==> src/design/mh64_pkg.sv <==
// shared constants, command and status types for the murmur64a hash unit
package mh64_pkg;

    localparam int WORD_W = 64;
    localparam int SEED_W = 32;
    localparam int TAIL_W = 3;
    localparam int HALF_W = WORD_W / 2;

    localparam logic [WORD_W-1:0] MIX_MULT  = 64'hc6a4a7935bd1e995;
    localparam int                MIX_SHIFT = 47;

    // multiplier operand sources
    localparam logic [2:0] SRC_LEN  = 3'd0;
    localparam logic [2:0] SRC_WORD = 3'd1;
    localparam logic [2:0] SRC_ACC  = 3'd2;
    localparam logic [2:0] SRC_HASH = 3'd3;
    localparam logic [2:0] SRC_TAIL = 3'd4;
    localparam logic [2:0] SRC_AVAL = 3'd5;

    typedef struct packed {
        logic       capture;
        logic       mul_issue;
        logic [2:0] mul_src;
        logic       start_msg;
        logic       acc_load;
        logic       hash_mix;
        logic       hash_load;
        logic       out_load;
    } dp_cmd_t;

    typedef struct packed {
        logic empty;
        logic tail_nz;
    } dp_status_t;

    function automatic logic [WORD_W-1:0] xorshift(input logic [WORD_W-1:0] v);
        return v ^ (v >> MIX_SHIFT);
    endfunction

endpackage

==> src/design/mh64_stream_if.sv <==
// valid/ready channel interfaces for message words and finished hashes
interface mh64_in_if;
    import mh64_pkg::*;

    logic              valid;
    logic              ready;
    logic [WORD_W-1:0] data_word;
    logic [WORD_W-1:0] message_length;
    logic              first_word;
    logic              last_word;

    modport source (output valid, data_word, message_length, first_word, last_word,
                    input ready);
    modport sink   (input valid, data_word, message_length, first_word, last_word,
                    output ready);
endinterface

interface mh64_out_if;
    import mh64_pkg::*;

    logic              valid;
    logic              ready;
    logic [WORD_W-1:0] hash_value;

    modport source (output valid, hash_value, input ready);
    modport sink   (input valid, hash_value, output ready);
endinterface

==> src/design/murmur64a_stream_hash_unit.sv <==
// MurmurHash64A over a stream of little-endian 64-bit words. The first word of a
// message carries its byte length, which seeds the running hash; the word marked
// last ends the message and yields one 64-bit hash on the output channel. One
// word is taken at a time, and the block is not ready for another until it is through
// with the one it took: a middle full word is mixed and folded into the running hash,
// a first word adds the length product, a last word adds the final avalanche, a partial
// tail on the last word goes in unmixed in place of a full word's mix, and words of an empty
// message are not mixed. These steps are set by the single shared two-stage constant
// multiplier, which every product of the hash passes through in turn. A finished
// hash waits in the output register while the next message is taken; a further
// hash holds the block in its avalanche until the waiting one is accepted, which
// stalls the input. The seed port writes the 32-bit seed and must only be used
// while no word is in flight.
module murmur64a_stream_hash_unit (
    input  logic                        clk,
    input  logic                        rst_n,
    input  logic                        hash_seed_we,
    input  logic [mh64_pkg::SEED_W-1:0] hash_seed_wdata,
    mh64_in_if.sink                     in_ch,
    mh64_out_if.source                  out_ch
);
    import mh64_pkg::*;

    dp_cmd_t    cmd;
    dp_status_t status;

    mh64_ctrl u_ctrl (
        .clk       (clk),
        .rst_n     (rst_n),
        .in_valid  (in_ch.valid),
        .in_first  (in_ch.first_word),
        .in_last   (in_ch.last_word),
        .in_ready  (in_ch.ready),
        .out_valid (out_ch.valid),
        .out_ready (out_ch.ready),
        .status    (status),
        .cmd       (cmd)
    );

    mh64_dp u_dp (
        .clk            (clk),
        .rst_n          (rst_n),
        .seed_we        (hash_seed_we),
        .seed_wdata     (hash_seed_wdata),
        .data_word      (in_ch.data_word),
        .message_length (in_ch.message_length),
        .cmd            (cmd),
        .status         (status),
        .hash_value     (out_ch.hash_value)
    );

endmodule

==> src/design/mh64_mul.sv <==
// two-stage 64-bit multiply by the mix constant, low 64 bits of the product
module mh64_mul (
    input  logic                        clk,
    input  logic                        issue,
    input  logic [mh64_pkg::WORD_W-1:0] operand,
    output logic [mh64_pkg::WORD_W-1:0] product
);
    import mh64_pkg::*;

    localparam logic [HALF_W-1:0] C_LO = MIX_MULT[HALF_W-1:0];
    localparam logic [HALF_W-1:0] C_HI = MIX_MULT[WORD_W-1:HALF_W];

    logic [WORD_W-1:0] p_ll;
    logic [HALF_W-1:0] p_hl;
    logic [HALF_W-1:0] p_lh;
    logic [WORD_W-1:0] pp_ll_reg;
    logic [HALF_W-1:0] pp_hl_reg;
    logic [HALF_W-1:0] pp_lh_reg;
    logic [HALF_W-1:0] cross_sum;

    assign p_ll = WORD_W'(operand[HALF_W-1:0]) * WORD_W'(C_LO);
    // cross terms only feed the upper half, so their low 32 bits suffice
    assign p_hl = operand[WORD_W-1:HALF_W] * C_LO;
    assign p_lh = operand[HALF_W-1:0] * C_HI;

    // partial products held until the next issue
    always_ff @(posedge clk)
    begin
        if (issue)
        begin
            pp_ll_reg <= p_ll;
            pp_hl_reg <= p_hl;
            pp_lh_reg <= p_lh;
        end
    end

    assign cross_sum = pp_hl_reg + pp_lh_reg;
    assign product   = pp_ll_reg + {cross_sum, {HALF_W{1'b0}}};

endmodule

==> src/design/mh64_dp.sv <==
// datapath: seed, running hash, word buffers, multiplier and output register
module mh64_dp (
    input  logic                        clk,
    input  logic                        rst_n,
    input  logic                        seed_we,
    input  logic [mh64_pkg::SEED_W-1:0] seed_wdata,
    input  logic [mh64_pkg::WORD_W-1:0] data_word,
    input  logic [mh64_pkg::WORD_W-1:0] message_length,
    input  mh64_pkg::dp_cmd_t           cmd,
    output mh64_pkg::dp_status_t        status,
    output logic [mh64_pkg::WORD_W-1:0] hash_value
);
    import mh64_pkg::*;

    logic [SEED_W-1:0] seed_reg;
    logic [WORD_W-1:0] word_reg;
    logic [WORD_W-1:0] len_reg;
    logic [WORD_W-1:0] acc_reg;
    logic [WORD_W-1:0] hash_reg;
    logic [WORD_W-1:0] hash_next;
    logic [TAIL_W-1:0] tail_reg;
    logic              empty_reg;
    logic [WORD_W-1:0] out_reg;
    logic [WORD_W-1:0] tail_mask;
    logic [WORD_W-1:0] mul_operand;
    logic [WORD_W-1:0] product;

    // keep bytes below the tail count
    always_comb
    begin
        for (int i = 0; i < WORD_W / 8; i++)
        begin
            tail_mask[i*8 +: 8] = (i < int'(tail_reg)) ? 8'hff : 8'h00;
        end
    end

    always_comb
    begin
        unique case (cmd.mul_src)
            SRC_LEN:  mul_operand = len_reg;
            SRC_WORD: mul_operand = word_reg;
            SRC_ACC:  mul_operand = acc_reg;
            SRC_HASH: mul_operand = hash_reg;
            SRC_TAIL: mul_operand = hash_reg ^ (word_reg & tail_mask);
            SRC_AVAL: mul_operand = xorshift(hash_reg);
            default:  mul_operand = '0;
        endcase
    end

    mh64_mul u_mul (
        .clk     (clk),
        .issue   (cmd.mul_issue),
        .operand (mul_operand),
        .product (product)
    );

    always_comb
    begin
        priority if (cmd.start_msg)
            hash_next = {{(WORD_W-SEED_W){1'b0}}, seed_reg} ^ product;
        else if (cmd.hash_mix)
            hash_next = hash_reg ^ product;
        else if (cmd.hash_load)
            hash_next = product;
        else
            hash_next = hash_reg;
    end

    always_ff @(posedge clk or negedge rst_n)
    begin
        if (!rst_n)
        begin
            seed_reg  <= '0;
            hash_reg  <= '0;
            tail_reg  <= '0;
            empty_reg <= 1'b0;
        end
        else
        begin
            if (seed_we)
                seed_reg <= seed_wdata;
            hash_reg <= hash_next;
            if (cmd.start_msg)
            begin
                tail_reg  <= len_reg[TAIL_W-1:0];
                empty_reg <= (len_reg == '0);
            end
        end
    end

    always_ff @(posedge clk)
    begin
        if (cmd.capture)
        begin
            word_reg <= data_word;
            len_reg  <= message_length;
        end
        if (cmd.acc_load)
            acc_reg <= xorshift(product);
        if (cmd.out_load)
            out_reg <= xorshift(product);
    end

    assign status.empty   = empty_reg;
    assign status.tail_nz = (tail_reg != '0);
    assign hash_value     = out_reg;

endmodule

==> src/design/mh64_ctrl.sv <==
// controller: sequences the multiplier passes for each word and the output handshake
module mh64_ctrl (
    input  logic                 clk,
    input  logic                 rst_n,
    input  logic                 in_valid,
    input  logic                 in_first,
    input  logic                 in_last,
    output logic                 in_ready,
    output logic                 out_valid,
    input  logic                 out_ready,
    input  mh64_pkg::dp_status_t status,
    output mh64_pkg::dp_cmd_t    cmd
);
    import mh64_pkg::*;

    localparam logic [3:0] ST_IDLE   = 4'd0;
    localparam logic [3:0] ST_LEN_M1 = 4'd1;
    localparam logic [3:0] ST_LEN_M2 = 4'd2;
    localparam logic [3:0] ST_DISP   = 4'd3;
    localparam logic [3:0] ST_T_M1   = 4'd4;
    localparam logic [3:0] ST_T_M2   = 4'd5;
    localparam logic [3:0] ST_W1_M1  = 4'd6;
    localparam logic [3:0] ST_W1_M2  = 4'd7;
    localparam logic [3:0] ST_W2_M1  = 4'd8;
    localparam logic [3:0] ST_W2_M2  = 4'd9;
    localparam logic [3:0] ST_H_M1   = 4'd10;
    localparam logic [3:0] ST_H_M2   = 4'd11;
    localparam logic [3:0] ST_AV_M1  = 4'd12;
    localparam logic [3:0] ST_AV_M2  = 4'd13;

    logic [3:0] state_reg;
    logic [3:0] state_next;
    logic       last_reg;
    logic       last_next;
    logic       out_valid_reg;
    logic       out_valid_next;

    always_comb
    begin
        state_next = state_reg;
        last_next  = last_reg;
        cmd        = '0;
        cmd.mul_src = SRC_LEN;
        in_ready   = 1'b0;
        out_valid_next = out_valid_reg && !out_ready;

        unique case (state_reg)
            ST_IDLE:
            begin
                in_ready = 1'b1;
                if (in_valid)
                begin
                    cmd.capture = 1'b1;
                    last_next   = in_last;
                    state_next  = in_first ? ST_LEN_M1 : ST_DISP;
                end
            end
            ST_LEN_M1:
            begin
                cmd.mul_issue = 1'b1;
                cmd.mul_src   = SRC_LEN;
                state_next    = ST_LEN_M2;
            end
            ST_LEN_M2:
            begin
                cmd.start_msg = 1'b1;
                state_next    = ST_DISP;
            end
            ST_DISP:
            begin
                priority if (status.empty)
                    state_next = last_reg ? ST_AV_M1 : ST_IDLE;
                else if (last_reg && status.tail_nz)
                    state_next = ST_T_M1;
                else
                    state_next = ST_W1_M1;
            end
            ST_T_M1:
            begin
                cmd.mul_issue = 1'b1;
                cmd.mul_src   = SRC_TAIL;
                state_next    = ST_T_M2;
            end
            ST_T_M2:
            begin
                cmd.hash_load = 1'b1;
                state_next    = ST_AV_M1;
            end
            ST_W1_M1:
            begin
                cmd.mul_issue = 1'b1;
                cmd.mul_src   = SRC_WORD;
                state_next    = ST_W1_M2;
            end
            ST_W1_M2:
            begin
                cmd.acc_load = 1'b1;
                state_next   = ST_W2_M1;
            end
            ST_W2_M1:
            begin
                cmd.mul_issue = 1'b1;
                cmd.mul_src   = SRC_ACC;
                state_next    = ST_W2_M2;
            end
            ST_W2_M2:
            begin
                cmd.hash_mix = 1'b1;
                state_next   = ST_H_M1;
            end
            ST_H_M1:
            begin
                cmd.mul_issue = 1'b1;
                cmd.mul_src   = SRC_HASH;
                state_next    = ST_H_M2;
            end
            ST_H_M2:
            begin
                cmd.hash_load = 1'b1;
                state_next    = last_reg ? ST_AV_M1 : ST_IDLE;
            end
            ST_AV_M1:
            begin
                cmd.mul_issue = 1'b1;
                cmd.mul_src   = SRC_AVAL;
                state_next    = ST_AV_M2;
            end
            ST_AV_M2:
            begin
                // wait here until the output register is free
                if (!out_valid_reg || out_ready)
                begin
                    cmd.out_load   = 1'b1;
                    out_valid_next = 1'b1;
                    state_next     = ST_IDLE;
                end
            end
            default:
            begin
                state_next = ST_IDLE;
            end
        endcase
    end

    always_ff @(posedge clk or negedge rst_n)
    begin
        if (!rst_n)
        begin
            state_reg     <= ST_IDLE;
            last_reg      <= 1'b0;
            out_valid_reg <= 1'b0;
        end
        else
        begin
            state_reg     <= state_next;
            last_reg      <= last_next;
            out_valid_reg <= out_valid_next;
        end
    end

    assign out_valid = out_valid_reg;

endmodule

==> src/flat_wrapper.sv <==
// flat-port wrapper written by rule: the top's interface ports become plain ports
module murmur64a_stream_hash_unit_flat import mh64_pkg::*;
  (clk, rst_n, hash_seed_we, hash_seed_wdata, in_ch_valid, in_ch_data_word, in_ch_message_length, in_ch_first_word, in_ch_last_word, in_ch_ready, out_ch_valid, out_ch_hash_value, out_ch_ready);
  mh64_in_if in_ch_i ();
  mh64_out_if out_ch_i ();
  input  logic clk;
  input  logic rst_n;
  input  logic hash_seed_we;
  input  logic [mh64_pkg::SEED_W-1:0] hash_seed_wdata;
  input wire logic [$bits(in_ch_i.valid)-1:0] in_ch_valid;
  input wire logic [$bits(in_ch_i.data_word)-1:0] in_ch_data_word;
  input wire logic [$bits(in_ch_i.message_length)-1:0] in_ch_message_length;
  input wire logic [$bits(in_ch_i.first_word)-1:0] in_ch_first_word;
  input wire logic [$bits(in_ch_i.last_word)-1:0] in_ch_last_word;
  output wire logic [$bits(in_ch_i.ready)-1:0] in_ch_ready;
  output wire logic [$bits(out_ch_i.valid)-1:0] out_ch_valid;
  output wire logic [$bits(out_ch_i.hash_value)-1:0] out_ch_hash_value;
  input wire logic [$bits(out_ch_i.ready)-1:0] out_ch_ready;
  assign in_ch_i.valid = in_ch_valid;
  assign in_ch_i.data_word = in_ch_data_word;
  assign in_ch_i.message_length = in_ch_message_length;
  assign in_ch_i.first_word = in_ch_first_word;
  assign in_ch_i.last_word = in_ch_last_word;
  assign in_ch_ready = in_ch_i.ready;
  assign out_ch_valid = out_ch_i.valid;
  assign out_ch_hash_value = out_ch_i.hash_value;
  assign out_ch_i.ready = out_ch_ready;
  murmur64a_stream_hash_unit u_core (.clk(clk), .rst_n(rst_n), .hash_seed_we(hash_seed_we), .hash_seed_wdata(hash_seed_wdata), .in_ch(in_ch_i), .out_ch(out_ch_i));
endmodule
==> config.mk <==
export PLATFORM = sky130hd
export DESIGN_NAME = murmur64a_stream_hash_unit_flat
export DESIGN_NICKNAME = d
export VERILOG_FILES = /design/src/design/mh64_pkg.sv /design/src/design/mh64_stream_if.sv /design/src/design/murmur64a_stream_hash_unit.sv /design/src/design/mh64_mul.sv /design/src/design/mh64_dp.sv /design/src/design/mh64_ctrl.sv /design/src/flat_wrapper.sv
export SDC_FILE = /design/constraint.sdc
export NUM_CORES = 2
export LEC_CHECK = 0
export ABC_AREA = 1
export BUFFER_PORTS_ARGS = -buffer_cell sky130_fd_sc_hd__buf_2
export CORE_UTILIZATION = 35
export CTS_BUF_LIST = sky130_fd_sc_hd__clkbuf_4
export CTS_CLUSTER_SIZE = 25
export DETAILED_ROUTE_END_ITERATION = 8
export HOLD_SLACK_MARGIN = 0.12
export PLACE_DENSITY_LB_ADDON = 0.12
export SKIP_LAST_GASP = 1
export SLEW_MARGIN = 20
export SYNTH_ARGS = -nofsm -noshare
export SYNTH_HDL_FRONTEND = slang
export SYNTH_SLANG_ARGS = --single-unit
export TNS_END_PERCENT = 100
==> constraint.sdc <==
create_clock -name clk -period 11.4 [get_ports clk]
set_clock_uncertainty 0.15 [all_clocks]
set_input_delay 0.57 -clock clk [delete_from_list [all_inputs] [get_ports clk]]
set_output_delay 0.57 -clock clk [all_outputs]
set_load 0.02 [all_outputs]
==> out/metrics.yaml <==
die:
  io_pins: 233
  rows: 150
  chipWidth_microns: 413
  start_util_pct: 35.3
  die_area_sq_um: 171000
  fp.dieH_microns: 413
  coreArea_sq_um: 167000
timing:
  hold_viol_final: 0
  worst_pin_slew_ns: 1.16
  rsz0062_at_grt: "false"
  tns_ns: 0
  fin_hold_ws_ns: 0.307
  slew_headroom_pct: 22.5
  timing.final.crit_share_pct: 93.8
  clock.fmax_mhz: 93.5
  finalMaxSlewViolations: 0
  finalSetupViolCount: 0
  min_period_ns: 10.69
route:
  vias: 45811
  wl_microns: 221000
  drtPass1Iterations: 6
  routed_via_density: 4.91
  drtIter0Drc: 2927
  drc: 0
  routedWlPerCell_microns: 23.7
  final_antenna_net_count: 0
placement:
  portBuffers: 232
  dpl.hpwl_microns: 185000
  gp_congestion: 0.957
  place_area_sq_um: 63600
layout:
  nets: 8818
  fin_util_pct: 41.5
  area.growth.synth_to_final_pct: 17.4
  final_common_cell: "inv_1"
  layout_common_cells: "inv_1 (1651), ha_1 (872), nand2_1 (814)"
  drive_above_1_share_pct: 8.57
  final_area_sq_um: 69400
setup_path:
  cp_max_fo: 13
  crit_arrival_ns: 11.39
  cp-start-kind: "flip-flop"
  cpMaxStageDelayCell: "fa_1"
  slowest_delay_ns: 0.64
  path_class: "flip-flop to flip-flop"
  required_ns: 12.10
  cp-end-kind: "flip-flop"
  crit_top_cell: "fa_1"
global_route:
  grt_pass1_vias: 48146
  grt_pass1_wl_microns: 323000
  grt_usage_pct: 26.3
  antenna_found_initial: 5
  grt_overflow_total: 0
  grt_max_degree: 127
clock_tree:
  postCtsSetupBuffers: 0
  cts.htree.levels: 4
  path_clk_slew_ns: 0.07
  clock_sinks: 488
  cts_resized: 0
  clk_path_buf_depth: 3
  cts_tree: "done"
  clk_latency_ns: 1.12
  root_buffer: "clkbuf_4"
  numCtsBuffers: 144
yosys:
  syn_inst: 6213
  async_reset_ff_share_pct: 21.7
  ys.flop_type: "edfxtp_1"
  ys_warn_count: 0
  syn-num-nets: 8016
  ys_seq_elements: 488
  synth_cell_types: 57
  ys_seq_area_share_pct: 23.9
  synth_edf_count: 382
  syn_area_per_cell_sq_um: 9.52
  synthesis.area_sq_um: 59100
hold_path:
  hold_class: "input pin to flip-flop"
run_status:
  status: "complete, no violations"
flow_run:
  drv_cap: 0
## cell families (layout without fill, tap and decap cells)
family                     after synthesis  count (layout)  synth area share, %
buffers and inverters                 1724            2639                 11.0
adders and majority gates             1636            1636                 44.3
and+or+nand+nor                       1363            1363                 9.71
AOI/OAI and AO/OA                      743             743                 7.20
DFF                                    488             488                 23.9
xor gates and xnor gates               259             259                 3.85
other                                    0               3                    0
## metrics by stage
stage,instances,setup slack [ns]
after floorplan,6213,0.173
after global placement,8678,0.998
after detailed placement,8678,0.796
after CTS,9332,0.747
after global routing,9334,0.234
final,9335,0.706
## cell usage after synthesis, drive strengths merged (3+ instances only)
library cell	instances	share of area (%)
inv	1661	11
ha	872	18
nand2	822	5.3
fa	764	26
edfxtp	382	19
a21oi	268	2.3
o21ai	267	2.3
nor2	243	1.6
xor2	158	2.3
nand3	149	1.3
dfrtp	106	4.5
xnor2	101	1.5
nor3	52	0.45
nand4	38	0.40
clkbuf	35	0.22
nor4	31	0.33
a31oi	29	0.31
o21bai	28	0.36
o22ai	27	0.29
buf	26	0.23
a21o	25	0.32
a221oi	19	0.28
nand3b	15	0.19
a2111oi	13	0.19
o2111ai	10	0.15
o211ai	10	0.13
a21boi	9	0.11
o32ai	8	0.12
or2	8	0.085
o21a	7	0.089
a311oi	5	0.074
a211oi	4	0.051
o311ai	4	0.059
o221ai	3	0.044
## routing by layer
metal  GRT usage [%]  part of all wire, %
met3            2.40                  3.8
met2            44.9                   49
met1            35.4                   45
met5               0                    0
met4            6.94                  2.5
## final timing paths
path	to	slack, ns	cells past startpoint	startpoint
worst max-delay path	u_core.u_dp.u_mul.pp_ll_reg[47]	0.71	32	u_core.u_dp.tail_reg[2]
worst min-delay path	u_core.u_ctrl.state_reg[1]	0.31	5	in_ch_first_word
worst max register to register	u_core.u_dp.u_mul.pp_ll_reg[47]	0.71	32	u_core.u_dp.tail_reg[2]
worst min register to register	u_core.u_dp.hash_value[23]	0.33	0	u_core.u_dp.u_mul.pp_ll_reg[23]
max in group asynchronous	u_core.u_dp.tail_reg[1]	9.85	4	rst_n
min in group asynchronous	u_core.u_dp.seed_reg[31]	0.50	4	rst_n
## worst max-delay path: cells and delay by family, from the launching register on
kind / cells / cell delay (ns)
fa+ha+maj: 9 / 4.21
simple gates: 12 / 3.11
buf+inv: 7 / 1.58
compound gates: 3 / 0.89
flops: 1 / 0.39
xor+xnor: 1 / 0.07
## area by class of cell
| class | count | area [sq um] |
|---|---|---|
| clock inverter | 50 | 294 |
| inverter | 1663 | 6240 |
| timing repair buffer | 717 | 5820 |
| fill | 16792 | 98000 |
| antenna | 3 | 7.51 |
| sequential | 488 | 14100 |
| multi-input combinational | 4001 | 38600 |
| clock buffer | 209 | 1570 |
| tap | 2204 | 2760 |
## repair_timing
action                     4_1_cts  5_1_grt
hold buffers                   395        0
setup endpoints to repair        0        0
hold endpoints to repair       287        0
Power is left out: the tool's default activity adds up to more than one toggle a clock period on the data nets, which glitch-free logic cannot reach.
